==> src/sv/hrrn_scheduler_defines.svh <==
// Assertion macros for the scheduler RTL.
`ifndef HRRN_SCHEDULER_DEFINES_SVH
`define HRRN_SCHEDULER_DEFINES_SVH

`ifndef ASSERT_OFF

`define HRRN_ASSERT(label, prop, msg) \
    label: assert property (@(posedge clk) disable iff (!rst_n) prop) else $error(msg);

`define HRRN_ASSERT_NEXT(label, ante, cons, msg) \
    label: assert property (@(posedge clk) disable iff (!rst_n) ante |=> cons) else $error(msg);

`else

`define HRRN_ASSERT(label, prop, msg)

`define HRRN_ASSERT_NEXT(label, ante, cons, msg)

`endif

`endif

==> src/sv/hrrn_pkg.sv <==
package hrrn_pkg;

    localparam int MAX_PROCS = 64;
    localparam int IDX_W     = (MAX_PROCS > 1) ? $clog2(MAX_PROCS) : 1;
    localparam int CNT_W     = $clog2(MAX_PROCS + 1);
    localparam int ID_W      = 16;
    localparam int TICK_W    = 16;
    localparam int TIME_W    = 23;
    localparam int NUM_W     = TIME_W + 1;
    localparam int PROD_W    = NUM_W + TICK_W;

    localparam logic [TIME_W-1:0] TIME_MAX = {TIME_W{1'b1}};

    typedef struct packed {
        logic [ID_W-1:0]   proc_id;
        logic [TICK_W-1:0] arrive_at;
        logic [TICK_W-1:0] run_len;
        logic              last_in;
    } req_t;

    typedef struct packed {
        logic [ID_W-1:0]   done_id;
        logic [TIME_W-1:0] finish_at;
        logic [TIME_W-1:0] turnaround_time;
        logic [TIME_W-1:0] waiting_time;
        logic              last_out;
    } rsp_t;

    typedef struct packed {
        logic [ID_W-1:0]   id;
        logic [TICK_W-1:0] arr;
        logic [TICK_W-1:0] bur;
    } entry_t;

    typedef enum logic [2:0] {
        ST_LOAD,
        ST_PREP,
        ST_MUL,
        ST_CMP,
        ST_DECIDE,
        ST_ADVANCE,
        ST_EMIT
    } state_t;

    typedef struct packed {
        logic load;
        logic scan_start;
        logic mul;
        logic cmp;
        logic jump;
        logic dispatch;
        logic emit;
        logic finish;
    } cmd_t;

    typedef struct packed {
        logic last_in;
        logic scan_last;
        logic found;
        logic out_free;
        logic final_done;
    } status_t;

endpackage

==> src/sv/hrrn_ctrl.sv <==
module hrrn_ctrl (
    input  logic              clk,
    input  logic              rst_n,
    input  logic              req_valid,
    output logic              req_stall,
    input  hrrn_pkg::status_t status,
    output hrrn_pkg::cmd_t    cmd
);

    hrrn_pkg::state_t state_reg;
    hrrn_pkg::state_t state_next;

    always_ff @(posedge clk or negedge rst_n)
    begin
        if (!rst_n)
        begin
            state_reg <= hrrn_pkg::ST_LOAD;
        end
        else
        begin
            state_reg <= state_next;
        end
    end

    always_comb
    begin
        state_next = state_reg;
        case (state_reg)
            hrrn_pkg::ST_LOAD:
            begin
                if (req_valid && status.last_in)
                begin
                    state_next = hrrn_pkg::ST_PREP;
                end
            end
            hrrn_pkg::ST_PREP:
            begin
                state_next = hrrn_pkg::ST_MUL;
            end
            hrrn_pkg::ST_MUL:
            begin
                state_next = hrrn_pkg::ST_CMP;
            end
            hrrn_pkg::ST_CMP:
            begin
                state_next = status.scan_last ? hrrn_pkg::ST_DECIDE : hrrn_pkg::ST_MUL;
            end
            hrrn_pkg::ST_DECIDE:
            begin
                state_next = status.found ? hrrn_pkg::ST_ADVANCE : hrrn_pkg::ST_MUL;
            end
            hrrn_pkg::ST_ADVANCE:
            begin
                state_next = hrrn_pkg::ST_EMIT;
            end
            hrrn_pkg::ST_EMIT:
            begin
                if (status.out_free)
                begin
                    state_next = status.final_done ? hrrn_pkg::ST_LOAD : hrrn_pkg::ST_MUL;
                end
            end
            default:
            begin
                state_next = hrrn_pkg::ST_LOAD;
            end
        endcase
    end

    always_comb
    begin
        cmd       = '0;
        req_stall = 1'b1;
        case (state_reg)
            hrrn_pkg::ST_LOAD:
            begin
                req_stall = 1'b0;
                cmd.load  = req_valid;
            end
            hrrn_pkg::ST_PREP:
            begin
                cmd.scan_start = 1'b1;
            end
            hrrn_pkg::ST_MUL:
            begin
                cmd.mul = 1'b1;
            end
            hrrn_pkg::ST_CMP:
            begin
                cmd.cmp = 1'b1;
            end
            hrrn_pkg::ST_DECIDE:
            begin
                cmd.jump       = !status.found;
                cmd.scan_start = !status.found;
            end
            hrrn_pkg::ST_ADVANCE:
            begin
                cmd.dispatch = 1'b1;
            end
            hrrn_pkg::ST_EMIT:
            begin
                cmd.emit       = status.out_free;
                cmd.finish     = status.out_free && status.final_done;
                cmd.scan_start = status.out_free && !status.final_done;
            end
            default:
            begin
                cmd = '0;
            end
        endcase
    end

endmodule

==> config.mk <==
export PLATFORM = sky130hd
export DESIGN_NAME = hrrn_ctrl
export DESIGN_NICKNAME = d
export VERILOG_FILES = /design/src/sv/hrrn_scheduler_defines.svh /design/src/sv/hrrn_pkg.sv /design/src/sv/hrrn_ctrl.sv
export SDC_FILE = /design/constraint.sdc
export NUM_CORES = 1
export LEC_CHECK = 0
export BUFFER_PORTS_ARGS = -buffer_cell sky130_fd_sc_hd__clkbuf_2
export CORE_AREA = 5 5 42 44
export CTS_BUF_LIST = sky130_fd_sc_hd__clkbuf_8
export DETAILED_ROUTE_END_ITERATION = 8
export DIE_AREA = 0 0 47 49
export GPL_ROUTABILITY_DRIVEN = 0
export PLACE_DENSITY = 0.5
export SYNTH_ARGS = -nofsm -noshare
export SYNTH_HDL_FRONTEND = slang
export SYNTH_SLANG_ARGS = --single-unit
==> constraint.sdc <==
create_clock -name clk -period 1.3 [get_ports clk]
set_input_delay 0.065 -clock clk [delete_from_list [all_inputs] [get_ports clk]]
set_output_delay 0.065 -clock clk [all_outputs]
set_load 0.01 [all_outputs]
# Yosys cells after proc, flatten, opt, wreduce, memory -nomap -nowiden

Index checks and enable logic that the tools add are counted.

Eq/ne operators: 8
Muxes and demuxes: 14
Reductions and logical operators: 7

Operators by type and width:

| kind                                          | count |
|---|---|
| case mux 3 bit (7 select lines)               | 1 |
| 2-to-1 mux 3 bit                              | 4 |
| == test 3 bit, second input constant          | 3 |
| == test 3 x 2 -> 1 bit, second input constant | 2 |
| 2-to-1 mux 1 bit                              | 6 |
| 2-to-1 mux 2 bit                              | 2 |
| inequality test 2 bit, second input constant  | 2 |
| == test 3 x 1 -> 1 bit, second input constant | 1 |
| logical AND 1 bit                             | 3 |
| logical NOT 3 bit                             | 1 |
| case mux 1 bit (3 select lines)               | 1 |
| logical NOT 1 bit                             | 2 |
| AND reduction 2 bit                           | 1 |

Bits in registers: 3
Input bits: 8
Output and inout bits: 9
Word-level logic and storage cells: 30

# Logic depth before layout (Yosys ltp)

Gate-level depths: netlist of run 1.

Depth after elaboration: 3
Gate-level depth with buffers: 4
Depth with buffers taken out: 3

# Worst setup path before layout of run 1

OpenSTA, ideal clock, no wires.

Path type: flip-flop to output port
Start: reg state_reg[1]
End: out cmd[6] (netlist bit)
Data arrival time: 1.027 ns
Data required time: 1.235 ns
Slack: 0.208 ns
Cell stages (with the launch flop): 5
Buffers on the path: 1
Path through: dfrtp_1 > buf_6 > nor2_1 > a31oi_1 > o32ai_1

RTL lines:

| item                   | line            | source |
|---|---|---|
| from (decl)            | hrrn_ctrl.sv:10 | `hrrn_pkg::state_t state_reg;` |
| from (signal assigned) | hrrn_ctrl.sv:17 | `state_reg <= hrrn_pkg::ST_LOAD;` |
| from (signal assigned) | hrrn_ctrl.sv:21 | `state_reg <= state_next;` |
| to (decl)              | hrrn_ctrl.sv:7  | `output hrrn_pkg::cmd_t cmd` |

==> results.sh, run 1 <==
export IMPL_core_mm2=0.00140
export IMPL_grt_max_degree=9
export IMPL_slew_headroom_pct=82.8
export IMPL_cts_root_buf="clkbuf_8"
export IMPL_crit_chain="or3_4, nor2_2, buf_2"
export IMPL_drv_cap=0
export IMPL_numPortBuffers=16
export IMPL_post_drt_wl_per_cell_um=10.9
export IMPL_timing_fmax_mhz=764
export IMPL_fin_util_pct=35.0
export IMPL_die_area_mm2=0.00230
export IMPL_grt_overflow=0
export IMPL_synthTopCellsByArea="dfrtp_1 (27%), buf_6 (8.1%), a21oi_1 (5.4%)"
export IMPL_cp_slowest_cell="dfrtp_2"
export IMPL_cts_sinks=3
export IMPL_syn_area_um2=279
export IMPL_ys_types=23
export IMPL_fp_dieH_um=49
export IMPL_avgViaCountPerCell=4.52
export IMPL_place_hpwl_um=600
export IMPL_grt_pass1_vias=363
export IMPL_worstMarginPinSlew_ns=0.254
export IMPL_crit_arrival_ns=1.24
export IMPL_antenna_found_initial=0
export IMPL_violations="negative setup slack"
export IMPL_area_growth_pct=75.8
export IMPL_yosysMostFrequentCell="inv_1"
export IMPL_finClkSkew_ns=0.000786
export IMPL_drt_first_pass_iters=3
export IMPL_hold_path_class="primary input to flip-flop"
export IMPL_rows=14
export IMPL_cts_made_buffers=3
export IMPL_power_uw=1090
export IMPL_drtAntennaViolNets=0
export IMPL_max_clock_path_buffers=2
export IMPL_clk_latency_ns=0.22
export IMPL_cts_tree="done"
export IMPL_synthTopCellsByCount="inv_1 (4), a21oi_1 (3), dfrtp_1 (3)"
export IMPL_rsz0062_at_grt="yes"
export IMPL_fin_ws_ns=-0.00925
export IMPL_p_per_area_mw_per_mm2=2230
export IMPL_cpPeakStageDelay_ns=0.44
export IMPL_die_x_um=47
export IMPL_ioPinCount=17
export IMPL_hold_viol=0
export IMPL_finalCriticalPeriod_ns=1.31
export IMPL_grt_pass1_wl_mm=1.41
export IMPL_grt_usage_pct=8.60
export IMPL_synth_top_area_cell="dfrtp_1"
export IMPL_synth_fp_nets=43
export IMPL_drt_iter0_drc=2
export IMPL_slew_violations=0
export IMPL_cts_max_level=1
export IMPL_ys_warn_count=0
export IMPL_path_class="flip-flop to output pin"
export IMPL_ys_seq_elements=3
export IMPL_status="finished, violations left"
export IMPL_synth_main_ff_cell="dfrtp_1"
export IMPL_start_util_pct=19.9
export IMPL_ys_async_sr_fraction_pct=100
export IMPL_wl_um=815
export IMPL_avgSynthCellArea_um2=7.97
export IMPL_critPathRequiredTime_ns=1.24
export IMPL_start_kind="flip-flop"
export IMPL_synth_edf_count=0
export IMPL_layout_drive_gt1_share_pct=55.9
export IMPL_fin_crit_sh_pct=101
export IMPL_synth_top_area_share_pct=26.9
export IMPL_largest_reg_flops=3
export IMPL_yosysSeqAreaShare_pct=26.9
export IMPL_dr_total_vias=339
export IMPL_antennaDiodeCount=0
export IMPL_path_clk_slew_ns=0.03
export IMPL_setup_viol=1
export IMPL_route_detailed_drc=0
export IMPL_path_max_fanout=7
export IMPL_synth_cells=35
export IMPL_nNetsFinal=68
export IMPL_ir_worst_vdd_v=0.000574
export IMPL_crit_path_end_kind="output pin"
export IMPL_leakage_uw=0.000241
[logic make-up (layout without fill, tap and decap cells)]
family / Yosys count / after routing / share of synthesized area, %
AO/OA/AOI/OAI: 11 / 11 / 24.7
AND/OR/NAND/NOR: 14 / 14 / 33.2
buffers and inverters: 7 / 31 / 15.2
flip-flops: 3 / 3 / 26.9
[critical path, delay by kind of cell, from the launching register on]
| kind | cells | cell delay, ns |
|---|---|---|
| buffers and inverters | 1 | 0.13 |
| flip-flops | 1 | 0.44 |
| AND/OR/NAND/NOR | 2 | 0.46 |
[cells in the final DEF, fill, tap and decap left out, drive strengths merged, types with 2 or more instances in the layout]
cell    count
buf         9
nor3b       2
a21oi       3
a211oi      2
clkbuf     16
o21ai       3
nand2       2
inv         5
dfrtp       3
nor2        2
and2        2
[timing repair]
| item | CTS | global route |
|---|---|---|
| resized for setup | 3 | 9 |
| endpoints found under the setup margin | 7 | 6 |
| hold buffers | 1 | 0 |
| pin swaps | 1 | 3 |
| buffers inserted | 3 | 0 |
| hold endpoints to repair | 3 | 0 |
[power by group]
part | total [µW] | switching (µW) | internal (µW)
Combinational | 619 | 300 | 319
Clock | 266 | 64.7 | 201
Sequential | 209 | 68.3 | 141
[layout make-up]
| type | instances | area (µm²) |
|---|---|---|
| well taps | 16 | 20.0 |
| clock buffers | 3 | 41.3 |
| fillers | 164 | 911 |
| inverters | 4 | 15.0 |
| multi-input cells | 25 | 190 |
| flip-flops and latches | 3 | 77.6 |
| repair buffers | 23 | 143 |
| clock inverters | 1 | 3.75 |
[path summary, 6_finish.rpt]
check,from,end,slack (ns),cells after the start
setup / recovery,state_reg[2],cmd[7],-0.009,3
hold / removal,status[1],state_reg[2],0.13,2
setup reg to reg,state_reg[1],state_reg[0],0.21,3
hold reg to reg,state_reg[0],state_reg[0],0.62,2
max in group asynchronous,rst_n,state_reg[1],1.00,2
min in group asynchronous,rst_n,state_reg[0],0.18,2
[metal layers]
layer / track usage [%] / share of wire [%] / wire (µm)
met1: 9.93 / 39 / 316
met2: 12.7 / 51 / 418
met3: 2.21 / 6.4 / 52
met4: 6.91 / 3.4 / 28
met5: 0 / 0 / 0
[metrics by stage]
step                      cell area, µm²  setup TNS (ns)  worst slack (ns)  hold WS, ns  instances
after global routing                 490          -0.234           -0.0631        0.145         75
after floorplan                      279               0             0.208       -0.231         35
final                                490        -0.00925          -0.00925        0.127         75
after global placement               374               0             0.141       -0.137         67
after CTS                            460         -0.0317           -0.0273        0.118         75
after detailed placement             374               0             0.140       -0.135         67
(Power assumes the default switching activity.)
==> run 2, diff against run 1 <==
--- a/config.mk
+++ b/config.mk
@@ -10,8 +10,9 @@
 export CTS_BUF_LIST = sky130_fd_sc_hd__clkbuf_8
 export DETAILED_ROUTE_END_ITERATION = 8
 export DIE_AREA = 0 0 47 49
-export GPL_ROUTABILITY_DRIVEN = 0
+export GPL_ROUTABILITY_DRIVEN = 1
 export PLACE_DENSITY = 0.5
+export RECOVER_POWER = 100
 export SYNTH_ARGS = -nofsm -noshare
 export SYNTH_HDL_FRONTEND = slang
 export SYNTH_SLANG_ARGS = --single-unit
==> results.sh, run 2 (synthesis results as in run 1) <==
export IMPL_status="finished, violations left"
export IMPL_violations="negative setup slack"
export IMPL_cts_root_buf="clkbuf_8"
export IMPL_finalCriticalPeriod_ns=1.31
export IMPL_wl_um=810
export IMPL_slew_headroom_pct=77.5
export IMPL_start_kind="flip-flop"
export IMPL_antenna_found_initial=0
export IMPL_path_max_fanout=7
export IMPL_place_gp_congestion=0.658
export IMPL_cts_max_level=1
export IMPL_route_detailed_drc=0
export IMPL_seq_area_um2=77.6
export IMPL_crit_path_end_kind="output pin"
export IMPL_power_frac_comb_pct=56.4
export IMPL_leakage_uw=0.000237
export IMPL_hold_viol=0
export IMPL_p_int_uw=659
export IMPL_fin_ws_ns=-0.00924
export IMPL_path_class="flip-flop to output pin"
export IMPL_r2r_slack_ns=0.21
export IMPL_start_util_pct=19.9
export IMPL_hold_path_class="primary input to flip-flop"
export IMPL_grt_usage_pct=8.60
export IMPL_slew_violations=0
export IMPL_max_clock_path_buffers=2
export IMPL_grt_pass1_vias=363
export IMPL_timing_fmax_mhz=764
export IMPL_fin_crit_sh_pct=101
export IMPL_post_drt_wl_per_cell_um=10.8
export IMPL_drtAntennaViolNets=0
export IMPL_r2r_start="state_reg[1]"
export IMPL_p_clk_share_pct=24.4
export IMPL_drt_first_pass_iters=3
export IMPL_area_growth_pct=75.3
export IMPL_worstMarginPinSlew_ns=0.333
export IMPL_rr_worst_depth=3
export IMPL_rows=14
export IMPL_placed_cells=67
export IMPL_die_x_um=47
export IMPL_finClkSkew_ns=0.000687
export IMPL_hold_slack_ns=0.172
export IMPL_rsz0062_at_grt="yes"
export IMPL_layout_commonest_cell="clkbuf_2"
export IMPL_grt_max_degree=9
export IMPL_path_clk_slew_ns=0.03
export IMPL_nNetsFinal=68
export IMPL_avgViaCountPerCell=4.55
export IMPL_drt_iter0_drc=3
export IMPL_p_per_area_mw_per_mm2=2230
export IMPL_endpoint="cmd[7]"
export IMPL_core_mm2=0.00140
export IMPL_p_sw_share_pct=39.6
export IMPL_die_area_mm2=0.00230
export IMPL_largest_reg_flops=3
export IMPL_grt_overflow=0
export IMPL_numPortBuffers=16
export IMPL_cts_made_buffers=3
export IMPL_drv_cap=0
export IMPL_dr_total_vias=341
export IMPL_cts_sinks=3
export IMPL_crit_path_start="state_reg[2]"
export IMPL_ir_worst_vdd_v=0.000574
export IMPL_setup_viol=1
export IMPL_power_uw=1090
export IMPL_final_cell_mix="clkbuf_2 (12), inv_1 (5), buf_4 (4)"
export IMPL_cts_tree="done"
export IMPL_place_hpwl_um=600
export IMPL_seqPwrFrac_pct=19.2
export IMPL_critPathRequiredTime_ns=1.24
export IMPL_antennaDiodeCount=0
export IMPL_nFillCells=165
export IMPL_p_sw_uw=432
export IMPL_layout_drive_gt1_share_pct=54.2
export IMPL_ioPinCount=17
export IMPL_grt_pass1_wl_mm=1.41
export IMPL_multi_input_area_um2=190
export IMPL_crit_arrival_ns=1.24
export IMPL_fp_dieH_um=49
export IMPL_worstReg2RegEnd="state_reg[0]"
export IMPL_clk_latency_ns=0.22
export IMPL_instances_no_fill=75
## run 2: cell types whose count changed in the layout (fill, tap and decap cells not counted)
| cell | before | now |
|---|---|---|
| o311ai_0 | 0 | 1 |
| o311ai_1 | 1 | 0 |
| clkbuf_2 | 13 | 12 |
| clkbuf_1 | 0 | 1 |
## run 2: cell type report
cell class / instances / share of cell area [%]
clock inverter: 1 / 0.767
multi-input combinational: 25 / 38.9
inverter: 4 / 3.07
sequential: 3 / 15.9
tap: 16 / 4.09
clock buffer: 3 / 8.44
timing repair buffer: 23 / 28.9
## run 2: power groups by stage
stage	sequential, µW	combinational (µW)	clock, µW
floorplan	176	361	0
detailed placement	209	479	0
CTS	200	566	274
global placement	209	479	0
global route	219	686	285
finish	209	616	266
## run 2: routing by layer
layer | global-route usage, % | part of all wire [%] | vias up
met5 | 0 | 0 | -
met4 | 6.91 | 3.5 | 0
met3 | 2.21 | 6.4 | 3
met2 | 12.7 | 52 | 9
met1 | 9.93 | 38 | 154
li1 | - | - | 175
## run 2: worst min path at each step
stage / from / to / slack [ns] / depth (start not counted)
4_1_cts: status[1] / state_reg[2] / 0.12 / 2
3_5_place_dp: rst_n / state_reg[0] / -0.13 / 1
2_1_floorplan: rst_n / state_reg[0] / -0.23 / 0
6_report: status[1] / state_reg[2] / 0.17 / 2
5_1_grt: status[1] / state_reg[2] / 0.20 / 2
3_3_place_gp: rst_n / state_reg[0] / -0.14 / 1
## run 2: worst max-delay path: stages, from the launching register on
cell	delay (ns)
dfrtp_2	0.44
or3_4	0.38
nor2_2	0.08
buf_2	0.13
## run 2: through the flow
stage	setup WS, ns	cell area (µm²)	setup TNS (ns)	utilization, %
6_report	-0.00924	489	-0.00924	34.9
5_1_grt	-0.0606	489	-0.231	34.9
4_1_cts	-0.0273	460	-0.0317	32.9
3_5_place_dp	0.140	374	0	26.7
3_3_place_gp	0.141	374	0	26.7
2_1_floorplan	0.208	279	0	-
## run 2: repair_timing
action	in CTS	in global routing
hold endpoints to repair	3	0
gates resized for setup	3	9
buffers inserted	3	0
pin swaps	1	3
endpoints found under the setup margin	7	6
hold buffers	1	0
==> run 3, diff against run 2 <==
--- a/config.mk
+++ b/config.mk
@@ -13,6 +13,7 @@
 export GPL_ROUTABILITY_DRIVEN = 1
 export PLACE_DENSITY = 0.5
 export RECOVER_POWER = 100
+export SETUP_SLACK_MARGIN = 0.1
 export SYNTH_ARGS = -nofsm -noshare
 export SYNTH_HDL_FRONTEND = slang
 export SYNTH_SLANG_ARGS = --single-unit
==> results.sh, run 3 (synthesis results as in run 1) <==
export IMPL_status="finished, violations left"
export IMPL_violations="negative setup slack"
export IMPL_clk_latency_ns=0.22
export IMPL_nFillCells=164
export IMPL_avgViaCountPerCell=4.52
export IMPL_layout_drive_gt1_share_pct=55.9
export IMPL_path_class="flip-flop to output pin"
export IMPL_p_clk_share_pct=24.3
export IMPL_die_x_um=47
export IMPL_drtAntennaViolNets=0
export IMPL_crit_path_end_kind="output pin"
export IMPL_fin_ws_ns=-0.0115
export IMPL_antennaDiodeCount=0
export IMPL_critPathRequiredTime_ns=1.24
export IMPL_nNetsFinal=68
export IMPL_drv_cap=0
export IMPL_power_frac_comb_pct=56.4
export IMPL_seqPwrFrac_pct=19.3
export IMPL_dr_total_vias=339
export IMPL_leakage_uw=0.000239
export IMPL_start_kind="flip-flop"
export IMPL_cts_tree="done"
export IMPL_p_sw_uw=434
export IMPL_antenna_found_initial=0
export IMPL_finalCriticalPeriod_ns=1.31
export IMPL_wl_um=813
export IMPL_route_detailed_drc=0
export IMPL_finClkSkew_ns=0.000679
export IMPL_rows=14
export IMPL_critPathTopFamily="simple AND/OR/NAND/NOR gates"
export IMPL_core_mm2=0.00140
export IMPL_r2r_slack_ns=0.21
export IMPL_final_cell_mix="clkbuf_2 (8), buf_2 (7), inv_1 (5)"
export IMPL_numPortBuffers=16
export IMPL_p_per_area_mw_per_mm2=2230
export IMPL_cts_root_buf="clkbuf_8"
export IMPL_timing_fmax_mhz=762
export IMPL_drt_first_pass_iters=3
export IMPL_hold_slack_ns=0.172
export IMPL_post_drt_wl_per_cell_um=10.8
export IMPL_setup_viol=1
export IMPL_slew_headroom_pct=77.5
export IMPL_cp_slowest_cell="dfrtp_2"
export IMPL_place_hpwl_um=600
export IMPL_start_util_pct=19.9
export IMPL_cts_made_buffers=3
export IMPL_path_buf_inv=1
export IMPL_die_area_mm2=0.00230
export IMPL_p_sw_share_pct=39.6
export IMPL_crit_arrival_ns=1.25
export IMPL_drt_iter0_drc=4
export IMPL_ir_worst_vdd_v=0.000576
export IMPL_placed_cells=67
export IMPL_grt_pass1_vias=366
export IMPL_grt_max_degree=9
export IMPL_place_gp_congestion=0.658
export IMPL_area_growth_pct=76.2
export IMPL_cts_max_level=1
export IMPL_ioPinCount=17
export IMPL_hold_path_class="primary input to flip-flop"
export IMPL_worstMarginPinSlew_ns=0.333
export IMPL_instances_no_fill=75
export IMPL_rsz0062_at_grt="yes"
export IMPL_fp_dieH_um=49
export IMPL_p_int_uw=662
export IMPL_hold_viol=0
export IMPL_largest_reg_flops=3
export IMPL_fin_crit_sh_pct=101
export IMPL_path_clk_slew_ns=0.03
export IMPL_grt_overflow=0
export IMPL_grt_usage_pct=8.60
export IMPL_layout_commonest_cell="clkbuf_2"
export IMPL_crit_chain="or3_4, nor2_2, buf_2"
export IMPL_cpPeakStageDelay_ns=0.44
export IMPL_path_max_fanout=7
export IMPL_slew_violations=0
export IMPL_cts_sinks=3
export IMPL_max_clock_path_buffers=2
export IMPL_grt_pass1_wl_mm=1.41
-- run 3: power groups by stage --
stage / logic, µW / clock network, µW / registers (µW)
floorplan: 361 / 0 / 176
global placement: 479 / 0 / 209
detailed placement: 479 / 0 / 209
CTS: 580 / 274 / 200
global route: 690 / 285 / 219
finish: 619 / 266 / 211
-- run 3: what timing repair did --
item                       4_1_cts  5_1_grt
resized for setup                5       12
hold endpoints to repair         3        0
setup endpoints to repair        8        9
hold buffers                     1        0
setup buffers                    3        0
pin swaps                        3        4
-- run 3: per-stage QoR --
stage,utilization (%),worst slack (ns),total power [µW],cell area [µm²],TNS (ns)
final,35.1,-0.0115,1100,492,-0.0115
after global routing,35.1,-0.0559,1190,492,-0.160
after CTS,33.4,-0.0271,1050,468,-0.0314
after detailed placement,26.7,0.140,688,374,0
after global placement,26.7,0.141,688,374,0
after floorplan,-,0.208,537,279,0
-- run 3: worst paths after layout --
| kind | start | endpoint | cells past startpoint |
|---|---|---|---|
| max | state_reg[2] | cmd[7] | 3 |
| min | status[1] | state_reg[2] | 2 |
| max reg2reg | state_reg[1] | state_reg[0] | 3 |
| min reg2reg | state_reg[0] | state_reg[0] | 2 |
| max in group asynchronous | rst_n | state_reg[1] | 2 |
| min in group asynchronous | rst_n | state_reg[0] | 2 |
-- run 3: final cells by class --
cell class,count,area [µm²],area share (%)
clock buffers,3,41.3,8.40
clock inverters,1,3.75,0.763
inverters,4,15.0,3.05
multi-input cells,25,193,39.2
flip-flops and latches,3,77.6,15.8
well taps,16,20.0,4.07
repair buffers,23,141,28.8
-- run 3: per-layer routing --
metal  vias up  part of all wire, %  global-route usage [%]
li1        176                    -                       -
met1       151                   40                    9.93
met2         9                   51                    12.7
met3         3                  5.8                    2.21
met4         0                  3.4                    6.91
met5         -                    0                       0
-- run 3: worst reg2reg max path: stages, from the launching register on --
cell and delay (ns):
dfrtp_2 0.45, buf_4 0.16, nand2b_1 0.13, a211oi_1 0.25
